**src/design/locale_record_stream_parser_assert.svh**
```systemverilog
// Assertion macros shared by the parser modules.
// Both expect clk_i and rst_ni in the scope where they are used.
`ifndef LOCALE_RECORD_STREAM_PARSER_ASSERT_SVH
`define LOCALE_RECORD_STREAM_PARSER_ASSERT_SVH

`ifndef ASSERT_OFF

// Checked while out of reset only
`define LRSP_ASSERT(name, prop, msg) \
  name: assert property (@(posedge clk_i) disable iff (!rst_ni) prop) else $error(msg);

// Checked at every edge, reset included
`define LRSP_ASSERT_ALWAYS(name, prop, msg) \
  name: assert property (@(posedge clk_i) prop) else $error(msg);

`else

`define LRSP_ASSERT(name, prop, msg)
`define LRSP_ASSERT_ALWAYS(name, prop, msg)

`endif

`endif

```
**src/design/lrsp_pkg.sv**
```systemverilog
package lrsp_pkg;

  // Parser phase within a record
  typedef enum logic [1:0] {
    PH_CAT  = 2'd0,
    PH_NAME = 2'd1,
    PH_TEXT = 2'd2,
    PH_ERR  = 2'd3
  } phase_e;

  // Kind of an output word
  typedef enum logic [1:0] {
    KIND_KEY    = 2'd0,
    KIND_TEXT   = 2'd1,
    KIND_RECORD = 2'd2,
    KIND_FILE   = 2'd3
  } kind_e;

  // Record-end status codes
  typedef enum logic [2:0] {
    ST_OK        = 3'd0,
    ST_CLEAN     = 3'd1,
    ST_TRUNC     = 3'd2,
    ST_KEY_LONG  = 3'd3,
    ST_UNTERM    = 3'd4,
    ST_TEXT_LONG = 3'd5
  } status_e;

  // Configuration register indexes
  typedef enum logic {
    CFG_KEY_LIMIT  = 1'b0,
    CFG_TEXT_LIMIT = 1'b1
  } cfg_idx_e;

  typedef struct packed {
    kind_e       kind;
    logic [15:0] value;
    status_e     status;
  } item_t;

  // Zero, one or two results produced by one input byte
  typedef struct packed {
    logic [1:0] n;
    item_t      item0;
    item_t      item1;
  } res_push_t;

  localparam logic [15:0] UNIT_LF   = 16'h0a00;
  localparam logic [15:0] UNIT_CR   = 16'h0d00;
  localparam logic [7:0]  TOKEN_END = 8'h20;
  localparam logic [7:0]  KEY_SEP   = 8'h2e;
  localparam logic [9:0]  LEN_MAX   = 10'd1023;
  localparam logic [15:0] COUNT_MAX = 16'hffff;

  localparam logic [9:0]  KEY_LIMIT_RST  = 10'd152;
  localparam logic [15:0] TEXT_LIMIT_RST = 16'd2048;

  localparam int unsigned FIFO_DEPTH = 4;
  localparam int unsigned FIFO_PTR_W = 2;
  localparam int unsigned FIFO_CNT_W = 3;

endpackage

```
**src/design/lrsp_parse.sv**
```systemverilog
module lrsp_parse (
  input  logic                clk_i,
  input  logic                rst_ni,
  input  logic                in_valid_i,
  output logic                in_ready_o,
  input  logic [7:0]          in_data_i,
  input  logic                in_last_i,
  input  logic [9:0]          key_limit_i,
  input  logic [15:0]         text_limit_i,
  input  logic                room_i,
  output lrsp_pkg::res_push_t push_o
);
  import lrsp_pkg::*;

  `include "locale_record_stream_parser_assert.svh"

  logic        in_valid_q;
  logic [7:0]  in_data_q;
  logic        in_last_q;
  logic        consume;

  phase_e      phase_q, phase_d;
  logic [9:0]  cat_len_q, cat_len_d;
  logic [9:0]  name_len_q, name_len_d;
  logic        nul_q, nul_d;
  logic [7:0]  low_hold_q, low_hold_d;
  logic        parity_q, parity_d;
  logic [15:0] prev_unit_q, prev_unit_d;
  logic        prev_valid_q, prev_valid_d;
  logic [15:0] text_cnt_q, text_cnt_d;
  logic        text_stop_q, text_stop_d;

  logic        main_vld;
  item_t       main_item;
  item_t       file_item;
  logic [15:0] unit;
  logic [11:0] key_sum;
  logic        is_term;

  // Input register: takes a new word whenever the held one moves on
  assign consume    = in_valid_q && room_i;
  assign in_ready_o = !in_valid_q || room_i;

  always_ff @(posedge clk_i or negedge rst_ni) begin
    if (!rst_ni) begin
      in_valid_q <= 1'b0;
    end else if (in_ready_o) begin
      in_valid_q <= in_valid_i;
    end
  end

  always_ff @(posedge clk_i) begin
    if (in_ready_o && in_valid_i) begin
      in_data_q <= in_data_i;
      in_last_q <= in_last_i;
    end
  end

  assign unit      = {in_data_q, low_hold_q};
  assign key_sum   = {2'b00, cat_len_q} + {2'b00, name_len_q} + 12'd2;
  assign is_term   = prev_valid_q && (prev_unit_q == UNIT_LF) && (unit == UNIT_CR);
  assign file_item = '{kind: KIND_FILE, value: 16'h0000, status: ST_OK};

  // Per-byte decision and next state
  always_comb begin
    phase_d      = phase_q;
    cat_len_d    = cat_len_q;
    name_len_d   = name_len_q;
    nul_d        = nul_q;
    low_hold_d   = low_hold_q;
    parity_d     = parity_q;
    prev_unit_d  = prev_unit_q;
    prev_valid_d = prev_valid_q;
    text_cnt_d   = text_cnt_q;
    text_stop_d  = text_stop_q;
    main_vld     = 1'b0;
    main_item    = '{kind: KIND_KEY, value: 16'h0000, status: ST_OK};

    if (consume) begin
      unique case (phase_q)
        PH_CAT: begin
          if (in_last_q) begin
            main_vld  = 1'b1;
            main_item = '{kind: KIND_RECORD, value: 16'h0000, status: ST_CLEAN};
          end else if (in_data_q == TOKEN_END) begin
            main_vld  = 1'b1;
            main_item = '{kind: KIND_KEY, value: {8'h00, KEY_SEP}, status: ST_OK};
            phase_d   = PH_NAME;
            nul_d     = 1'b0;
          end else begin
            if (cat_len_q != LEN_MAX) cat_len_d = cat_len_q + 10'd1;
            if (in_data_q == 8'h00) nul_d = 1'b1;
            if (!nul_q && in_data_q != 8'h00) begin
              main_vld  = 1'b1;
              main_item = '{kind: KIND_KEY, value: {8'h00, in_data_q}, status: ST_OK};
            end
          end
        end
        PH_NAME: begin
          if (in_data_q == TOKEN_END) begin
            if (key_sum > {2'b00, key_limit_i}) begin
              main_vld  = 1'b1;
              main_item = '{kind: KIND_RECORD, value: 16'h0000, status: ST_KEY_LONG};
              phase_d   = PH_ERR;
            end else if (in_last_q) begin
              main_vld  = 1'b1;
              main_item = '{kind: KIND_RECORD, value: 16'h0000, status: ST_UNTERM};
              phase_d   = PH_ERR;
            end else begin
              phase_d      = PH_TEXT;
              low_hold_d   = 8'h00;
              parity_d     = 1'b0;
              prev_unit_d  = 16'h0000;
              prev_valid_d = 1'b0;
              text_cnt_d   = 16'h0000;
              text_stop_d  = 1'b0;
            end
          end else if (in_last_q) begin
            main_vld  = 1'b1;
            main_item = '{kind: KIND_RECORD, value: 16'h0000, status: ST_TRUNC};
            phase_d   = PH_ERR;
          end else begin
            if (name_len_q != LEN_MAX) name_len_d = name_len_q + 10'd1;
            if (in_data_q == 8'h00) nul_d = 1'b1;
            if (!nul_q && in_data_q != 8'h00) begin
              main_vld  = 1'b1;
              main_item = '{kind: KIND_KEY, value: {8'h00, in_data_q}, status: ST_OK};
            end
          end
        end
        PH_TEXT: begin
          if (!parity_q) begin
            // low byte of a unit
            low_hold_d = in_data_q;
            parity_d   = 1'b1;
            if (in_last_q) begin
              main_vld  = 1'b1;
              main_item = '{kind: KIND_RECORD, value: 16'h0000, status: ST_UNTERM};
              phase_d   = PH_ERR;
            end
          end else begin
            parity_d = 1'b0;
            if (is_term) begin
              main_vld = 1'b1;
              if (text_cnt_q == COUNT_MAX || text_cnt_q > text_limit_i) begin
                main_item = '{kind: KIND_RECORD, value: 16'h0000, status: ST_TEXT_LONG};
                phase_d   = PH_ERR;
              end else begin
                main_item    = '{kind: KIND_RECORD, value: 16'h0000, status: ST_OK};
                phase_d      = PH_CAT;
                cat_len_d    = 10'd0;
                name_len_d   = 10'd0;
                nul_d        = 1'b0;
                low_hold_d   = 8'h00;
                prev_unit_d  = 16'h0000;
                prev_valid_d = 1'b0;
                text_cnt_d   = 16'h0000;
                text_stop_d  = 1'b0;
              end
            end else if (in_last_q) begin
              main_vld  = 1'b1;
              main_item = '{kind: KIND_RECORD, value: 16'h0000, status: ST_UNTERM};
              phase_d   = PH_ERR;
            end else begin
              // the previous unit goes out one unit late
              if (prev_valid_q) begin
                text_cnt_d = (text_cnt_q >= COUNT_MAX - 16'd1) ? COUNT_MAX
                                                                : text_cnt_q + 16'd2;
                if (prev_unit_q == 16'h0000) text_stop_d = 1'b1;
                if (!text_stop_q && prev_unit_q != 16'h0000) begin
                  main_vld  = 1'b1;
                  main_item = '{kind: KIND_TEXT, value: prev_unit_q, status: ST_OK};
                end
              end
              prev_unit_d  = unit;
              prev_valid_d = 1'b1;
            end
          end
        end
        PH_ERR: begin
        end
        default: begin
        end
      endcase

      // end of file resets everything but the limits
      if (in_last_q) begin
        phase_d      = PH_CAT;
        cat_len_d    = 10'd0;
        name_len_d   = 10'd0;
        nul_d        = 1'b0;
        low_hold_d   = 8'h00;
        parity_d     = 1'b0;
        prev_unit_d  = 16'h0000;
        prev_valid_d = 1'b0;
        text_cnt_d   = 16'h0000;
        text_stop_d  = 1'b0;
      end
    end
  end

  // Results to the queue: the main word first, file end after it
  always_comb begin
    push_o.item0 = main_item;
    push_o.item1 = file_item;
    push_o.n     = 2'd0;
    if (consume) begin
      if (in_last_q) begin
        if (main_vld) begin
          push_o.n = 2'd2;
        end else begin
          push_o.item0 = file_item;
          push_o.n     = 2'd1;
        end
      end else if (main_vld) begin
        push_o.n = 2'd1;
      end
    end
  end

  always_ff @(posedge clk_i or negedge rst_ni) begin
    if (!rst_ni) begin
      phase_q      <= PH_CAT;
      cat_len_q    <= 10'd0;
      name_len_q   <= 10'd0;
      nul_q        <= 1'b0;
      low_hold_q   <= 8'h00;
      parity_q     <= 1'b0;
      prev_unit_q  <= 16'h0000;
      prev_valid_q <= 1'b0;
      text_cnt_q   <= 16'h0000;
      text_stop_q  <= 1'b0;
    end else begin
      phase_q      <= phase_d;
      cat_len_q    <= cat_len_d;
      name_len_q   <= name_len_d;
      nul_q        <= nul_d;
      low_hold_q   <= low_hold_d;
      parity_q     <= parity_d;
      prev_unit_q  <= prev_unit_d;
      prev_valid_q <= prev_valid_d;
      text_cnt_q   <= text_cnt_d;
      text_stop_q  <= text_stop_d;
    end
  end

  `LRSP_ASSERT(a_file_end_on_last, (push_o.n != 2'd0 && push_o.item0.kind == KIND_FILE) |-> (consume && in_last_q), "file end without last byte")
  `LRSP_ASSERT(a_last_restarts, (consume && in_last_q) |=> (phase_q == PH_CAT && !prev_valid_q && !parity_q), "state not cleared after file end")
  `LRSP_ASSERT(a_two_only_on_last, (push_o.n == 2'd2) |-> (in_last_q && push_o.item1.kind == KIND_FILE && push_o.item0.kind == KIND_RECORD), "two results without record and file end")

endmodule

```
**src/design/lrsp_res_fifo.sv**
```systemverilog
module lrsp_res_fifo (
  input  logic                clk_i,
  input  logic                rst_ni,
  input  lrsp_pkg::res_push_t push_i,
  output logic                room_o,
  output logic                out_valid_o,
  input  logic                out_ready_i,
  output lrsp_pkg::item_t     out_item_o
);
  import lrsp_pkg::*;

  `include "locale_record_stream_parser_assert.svh"

  item_t                 mem_q [FIFO_DEPTH];
  logic [FIFO_PTR_W-1:0] wr_ptr_q, wr_ptr_d;
  logic [FIFO_PTR_W-1:0] rd_ptr_q, rd_ptr_d;
  logic [FIFO_CNT_W-1:0] cnt_q, cnt_d;
  logic                  pop;

  // Room for a worst-case pair of results
  assign room_o      = cnt_q <= FIFO_CNT_W'(FIFO_DEPTH - 2);
  assign out_valid_o = cnt_q != '0;
  assign out_item_o  = mem_q[rd_ptr_q];
  assign pop         = out_valid_o && out_ready_i;

  always_comb begin
    wr_ptr_d = wr_ptr_q + FIFO_PTR_W'(push_i.n);
    rd_ptr_d = rd_ptr_q + FIFO_PTR_W'(pop);
    cnt_d    = cnt_q + FIFO_CNT_W'(push_i.n) - FIFO_CNT_W'(pop);
  end

  always_ff @(posedge clk_i or negedge rst_ni) begin
    if (!rst_ni) begin
      wr_ptr_q <= '0;
      rd_ptr_q <= '0;
      cnt_q    <= '0;
    end else begin
      wr_ptr_q <= wr_ptr_d;
      rd_ptr_q <= rd_ptr_d;
      cnt_q    <= cnt_d;
    end
  end

  // Storage
  always_ff @(posedge clk_i) begin
    if (push_i.n != 2'd0) mem_q[wr_ptr_q] <= push_i.item0;
    if (push_i.n == 2'd2) mem_q[wr_ptr_q + FIFO_PTR_W'(1)] <= push_i.item1;
  end

  `LRSP_ASSERT(a_push_has_room, (push_i.n != 2'd0) |-> room_o, "push without room")
  `LRSP_ASSERT(a_cnt_bound, cnt_q <= FIFO_CNT_W'(FIFO_DEPTH), "result queue overflow")
  `LRSP_ASSERT_ALWAYS(a_empty_after_reset, !rst_ni |=> cnt_q == '0, "queue not empty after reset")

endmodule

```
**src/design/locale_record_stream_parser.sv**
```systemverilog
// Locale table parser: takes a table file one byte per word on the slave
// stream (tlast on the final byte) and emits key bytes, 16-bit text units,
// record-end words with a status and a file-end word on the master stream.
// It sustains one input byte per cycle. A byte is accepted into an input
// register, decided once the result queue has room and its results written
// to that four-word queue, from which the master side takes them. The final
// byte of a file produces a file-end word, after a record-end word unless the
// record already ended in error, while the master side takes one word per
// cycle. Input therefore stalls when the master side holds back, or when
// final bytes follow each other faster than the queue drains. The user must
// write limits on the cfg port while the block idles; it is not enforced.
module locale_record_stream_parser (
  input  logic        clk_i,
  input  logic        rst_ni,
  // input bytes
  input  logic        s_axis_tvalid,
  output logic        s_axis_tready,
  input  logic [7:0]  s_axis_tdata,   // [7:0] data_byte
  input  logic        s_axis_tlast,   // last_byte
  // output words
  output logic        m_axis_tvalid,
  input  logic        m_axis_tready,
  output logic [23:0] m_axis_tdata,   // [15:0] item_value, [18:16] item_status, rest 0
  output logic [1:0]  m_axis_tuser,   // [1:0] item_kind
  // configuration writes
  input  logic        cfg_valid_i,
  output logic        cfg_ready_o,
  input  logic        cfg_index_i,
  input  logic [15:0] cfg_data_i
);
  import lrsp_pkg::*;

  logic [9:0]  key_limit_q;
  logic [15:0] text_limit_q;
  logic        room;
  res_push_t   push;
  item_t       out_item;

  // Limit registers
  assign cfg_ready_o = 1'b1;

  always_ff @(posedge clk_i or negedge rst_ni) begin
    if (!rst_ni) begin
      key_limit_q  <= KEY_LIMIT_RST;
      text_limit_q <= TEXT_LIMIT_RST;
    end else if (cfg_valid_i) begin
      unique case (cfg_idx_e'(cfg_index_i))
        CFG_KEY_LIMIT:  key_limit_q  <= cfg_data_i[9:0];
        CFG_TEXT_LIMIT: text_limit_q <= cfg_data_i;
        default: begin
        end
      endcase
    end
  end

  lrsp_parse u_parse (
    .clk_i        (clk_i),
    .rst_ni       (rst_ni),
    .in_valid_i   (s_axis_tvalid),
    .in_ready_o   (s_axis_tready),
    .in_data_i    (s_axis_tdata),
    .in_last_i    (s_axis_tlast),
    .key_limit_i  (key_limit_q),
    .text_limit_i (text_limit_q),
    .room_i       (room),
    .push_o       (push)
  );

  lrsp_res_fifo u_res_fifo (
    .clk_i       (clk_i),
    .rst_ni      (rst_ni),
    .push_i      (push),
    .room_o      (room),
    .out_valid_o (m_axis_tvalid),
    .out_ready_i (m_axis_tready),
    .out_item_o  (out_item)
  );

  assign m_axis_tdata = {5'b00000, out_item.status, out_item.value};
  assign m_axis_tuser = out_item.kind;

endmodule

```
**config.mk**
```make
export PLATFORM = sky130hd
export DESIGN_NAME = locale_record_stream_parser
export DESIGN_NICKNAME = d
export VERILOG_FILES = /design/src/design/lrsp_pkg.sv /design/src/design/lrsp_parse.sv /design/src/design/lrsp_res_fifo.sv /design/src/design/locale_record_stream_parser.sv
export VERILOG_INCLUDE_DIRS = /design/src /design/src/design
export SDC_FILE = /design/constraint.sdc
export NUM_CORES = 1
export LEC_CHECK = 0
export BUFFER_PORTS_ARGS = -buffer_cell sky130_fd_sc_hd__buf_2
export CORE_ASPECT_RATIO = 0.9
export CORE_MARGIN = 2
export CORE_UTILIZATION = 55
export CTS_CLUSTER_DIAMETER = 200
export DETAILED_ROUTE_END_ITERATION = 8
export HOLD_SLACK_MARGIN = 0.12
export PLACE_DENSITY = 0.77
export REMOVE_ABC_BUFFERS = 1
export SLEW_MARGIN = 0
export SYNTH_ARGS = -nofsm -noshare
export SYNTH_HDL_FRONTEND = slang
export SYNTH_HIERARCHICAL = 1
export SYNTH_SLANG_ARGS = --single-unit
```
**constraint.sdc**
```tcl
create_clock -name clk_i -period 5.7 [get_ports clk_i]
set_input_delay 1.14 -clock clk_i [delete_from_list [all_inputs] [get_ports clk_i]]
set_output_delay 1.14 -clock clk_i [all_outputs]
set_load 0.005 [all_outputs]
```
==> results.py <==
metrics = {
    "place": {
        "port-buffer-count": 53,
        "gp_congestion": 0.9215,
        "dpl_cell_area_mm2": 0.01223,
        "hpwl_mm": 16.99,
        "pre_cts_ws_ns": 0.03667,
    },
    "floorplan": {
        "core-area_mm2": 0.02083,
        "die_h_um": 142.5,
        "start_util_pct": 56.28,
        "row_count": 50,
        "chipWidth_um": 157.9,
        "ioPinCount": 60,
        "die-area_mm2": 0.02250,
    },
    "timing": {
        "tightestPinTransition_ns": 1.189,
        "finalCriticalPeriod_ns": 5.472,
        "hold_ws_ns": 0.4985,
        "skew_ns": 0.02309,
        "maxSlewViolCount": 0,
        "setup_slack_ns": 0.2276,
        "post-route-period-util_pct": 96.01,
        "fmax_mhz": 182.7,
        "setup_violations": 0,
        "slew_headroom_pct": 20.73,
        "finalHoldViolations": 0,
    },
    "synthesis": {
        "synth_largest_area_cell": "edfxtp_1",
        "seq_area_frac_synth_pct": 45.21,
        "ys_top_cells_by_area": "edfxtp_1, dfrtp_1, mux2_4",
        "synth_edf_count": 93,
        "synth_ff_type": "dfrtp_1",
        "mappedNetlistArea_mm2": 0.01172,
        "syn_inst": 990,
        "ys_ff_latch": 193,
        "synth_warnings": 6,
        "syn_area_per_cell_um2": 11.84,
        "synthArstFlopShare_pct": 51.81,
        "yosys.area.top_type_share_pct": 23.82,
        "ys_types": 77,
    },
    "clocking": {
        "htreeDepth": 4,
        "cts.path.max_buffers": 2,
        "insertion_delay_ns": 0.45,
        "cts.sinks": 193,
        "cts_inserted_buffers": 17,
        "clkTransAtPathRegs_ns": 0.08,
        "cts_tree": "done",
        "root_buffer": "clkbuf_16",
    },
    "global_route": {
        "antenna_found_initial": 0,
        "grt_use_total_pct": 23.18,
        "grt.overflow.total": 0,
        "grt_pass1_vias": 7785,
        "grt_max_degree": 54,
        "grt_pass1_wl_mm": 40.97,
    },
    "layout": {
        "final_common_cell": "dfrtp_1",
        "syn2layout_area_growth_pct": 10.39,
        "fin_area_mm2": 0.01294,
        "n_fill_cell": 1607,
        "final_util_pct": 62.13,
        "register_area_mm2": 0.005300,
        "layout_common_cells": "dfrtp_1, edfxtp_1, inv_1",
        "nets": 1129,
        "layout-drive-gt1-share_pct": 26.02,
        "multi_input_area_mm2": 0.005837,
        "n_antenna_cell": 0,
    },
    "worst_hold_path": {
        "min_path_type": "reg2reg",
    },
    "run": {
        "cap_violations": 0,
    },
    "routing": {
        "final_antenna_net_count": 0,
        "vias_per_cell": 5.958,
        "num_vias": 7978,
        "post_drt_wl_per_cell_um": 18.98,
        "drc": 0,
        "wl_mm": 25.41,
        "drt-pass1-iter-count": 7,
        "drt-initial-drc-count": 756,
    },
    "critical_path": {
        "crit_required_ns": 5.89,
        "cp-end-kind": "flip-flop",
        "worstSetupPathType": "reg2reg",
        "start_kind": "flip-flop",
        "worstPathArrival_ns": 5.66,
        "worst-path-max-fanout": 11,
    },
    "power_and_ir_drop": {
        "p_leak_nw": 5.451,
        "ir_drop_uv": 277.3,
        "power_density_mw_per_mm2": 381.7,
    },
    "status": {
        "outcome": "complete, no violations",
    },
}
timing repair:
item,CTS,global route
setup endpoints to repair,0,169
buffers inserted,0,5
hold buffers,0,0
gates resized for setup,0,8
area by class of cell:
cell class | count | share of cell area [%]
inverter | 69 | 2.001
tap | 286 | 2.765
clock buffer | 17 | 3.287
sequential | 193 | 40.95
clock inverter | 15 | 1.498
timing repair buffer | 77 | 4.399
multi-input combinational | 682 | 45.10
sequential cells by signal, summed over array words and instances, names as in the netlist, 2 cells and up:
| name | flops |
|---|---|
| u_parse/text_cnt_q | 16 |
| text_limit_q | 16 |
| u_parse/name_len_q | 10 |
| u_res_fifo/mem_q | 84 |
| u_parse/prev_unit_q | 16 |
| u_parse/in_data_q | 8 |
| u_parse/phase_q | 2 |
| key_limit_q | 10 |
| u_parse/low_hold_q | 8 |
| u_res_fifo/cnt_q | 3 |
| u_parse/cat_len_q | 10 |
| u_res_fifo/wr_ptr_q | 2 |
| u_res_fifo/rd_ptr_q | 2 |
critical path, cell delays in order (launching register included):
cell,delay [ns]
dfrtp_1,0.39
inv_1,0.05
ha_1,0.27
inv_1,0.04
ha_2,0.19
fa_2,0.38
a211oi_2,0.25
o21bai_2,0.11
a21oi_2,0.17
o21bai_1,0.08
a21oi_1,0.16
xnor2_1,0.15
ha_1,0.28
a211o_1,0.27
o31a_1,0.30
or2_2,0.31
o31ai_1,0.19
a21oi_1,0.11
ha_1,0.28
and3_4,0.17
buf_4,0.16
nor4b_4,0.26
buf_6,0.16
buf_12,0.14
mux2_2,0.35
power by group:
group | leakage (nW) | switching (W) | internal [W]
logic | 2.95 | 0.000934 | 0.000823
registers | 2.21 | 0.000219 | 0.00173
clock network | 0.294 | 0.000625 | 0.000608
Yosys cell counts (all sizes together), types with 3 or more instances:
| cell type | instances |
|---|---|
| nand2b | 10 |
| a21o | 14 |
| nor2 | 41 |
| ha | 56 |
| buf | 49 |
| a221oi | 4 |
| a22o | 11 |
| dfrtp | 96 |
| nor2b | 9 |
| nand4 | 18 |
| a2bb2oi | 14 |
| nor4b | 5 |
| dfstp | 4 |
| or2 | 5 |
| xnor2 | 11 |
| or3 | 7 |
| and2 | 12 |
| nand3 | 31 |
| mux2i | 29 |
| inv | 69 |
| a31oi | 4 |
| nand2 | 69 |
| o21ai | 24 |
| o31ai | 14 |
| o21a | 3 |
| nor4 | 12 |
| a211o | 6 |
| and3 | 9 |
| edfxtp | 93 |
| clkbuf | 20 |
| o211ai | 5 |
| mux4 | 21 |
| conb | 4 |
| nor3b | 5 |
| a21oi | 35 |
| mux2 | 113 |
| nor3 | 18 |
| a221o | 4 |
routing by layer:
layer  share of wire [%]  track usage (%)  routed length (µm)
met1                  48            33.67               12110
met2                  46            36.57               11820
met3                 4.7            3.898                1185
met4                 1.2            5.359                 299
met5                   0                0                   0
kinds of logic (layout without fill, tap and decap cells):
logic type	Yosys count	after routing	share of synthesized area, %
adder cells (fa/ha/maj)	58	58	6.318
AND/OR/NAND/NOR	262	262	12.07
other	4	27	0.1280
buffers and inverters	138	178	6.147
XOR/XNOR	13	13	0.9712
multiplexers	163	163	19.25
flip-flops	193	193	45.21
AO/OA/AOI/OAI	159	159	9.904
worst paths after layout:
check | startpoint | end | slack, ns | cells past startpoint
worst min-delay path | u_res_fifo/rd_ptr_q[0]$_DFF_PN0_ | u_res_fifo/rd_ptr_q[0]$_DFF_PN0_ | 0.50 | 1
min in group asynchronous | rst_ni | key_limit_q[5]$_DFFE_PN0P_ | 0.72 | 1
max in group asynchronous | rst_ni | u_parse/low_hold_q[3]$_DFFE_PN0P_ | 3.87 | 2
worst max register to register | u_parse/cat_len_q[1]$_DFFE_PN0P_ | u_res_fifo/mem_q[1][15]$_DFFE_PP_ | 0.23 | 24
worst max-delay path | u_parse/cat_len_q[1]$_DFFE_PN0P_ | u_res_fifo/mem_q[1][15]$_DFFE_PP_ | 0.23 | 24
worst min register to register | u_res_fifo/rd_ptr_q[0]$_DFF_PN0_ | u_res_fifo/rd_ptr_q[0]$_DFF_PN0_ | 0.50 | 1
per-stage QoR:
| step | TNS, ns | total power (W) | std cells |
|---|---|---|---|
| 2_1_floorplan | -12.91 | 0.003091 | 944 |
| 3_3_place_gp | 0 | 0.003635 | 1301 |
| 3_5_place_dp | 0 | 0.003678 | 1301 |
| 4_1_cts | 0 | 0.004925 | 1333 |
| 5_1_grt | -0.3385 | 0.005196 | 1339 |
| 6_report | 0 | 0.004940 | 1339 |
(Power assumes the default switching activity.)
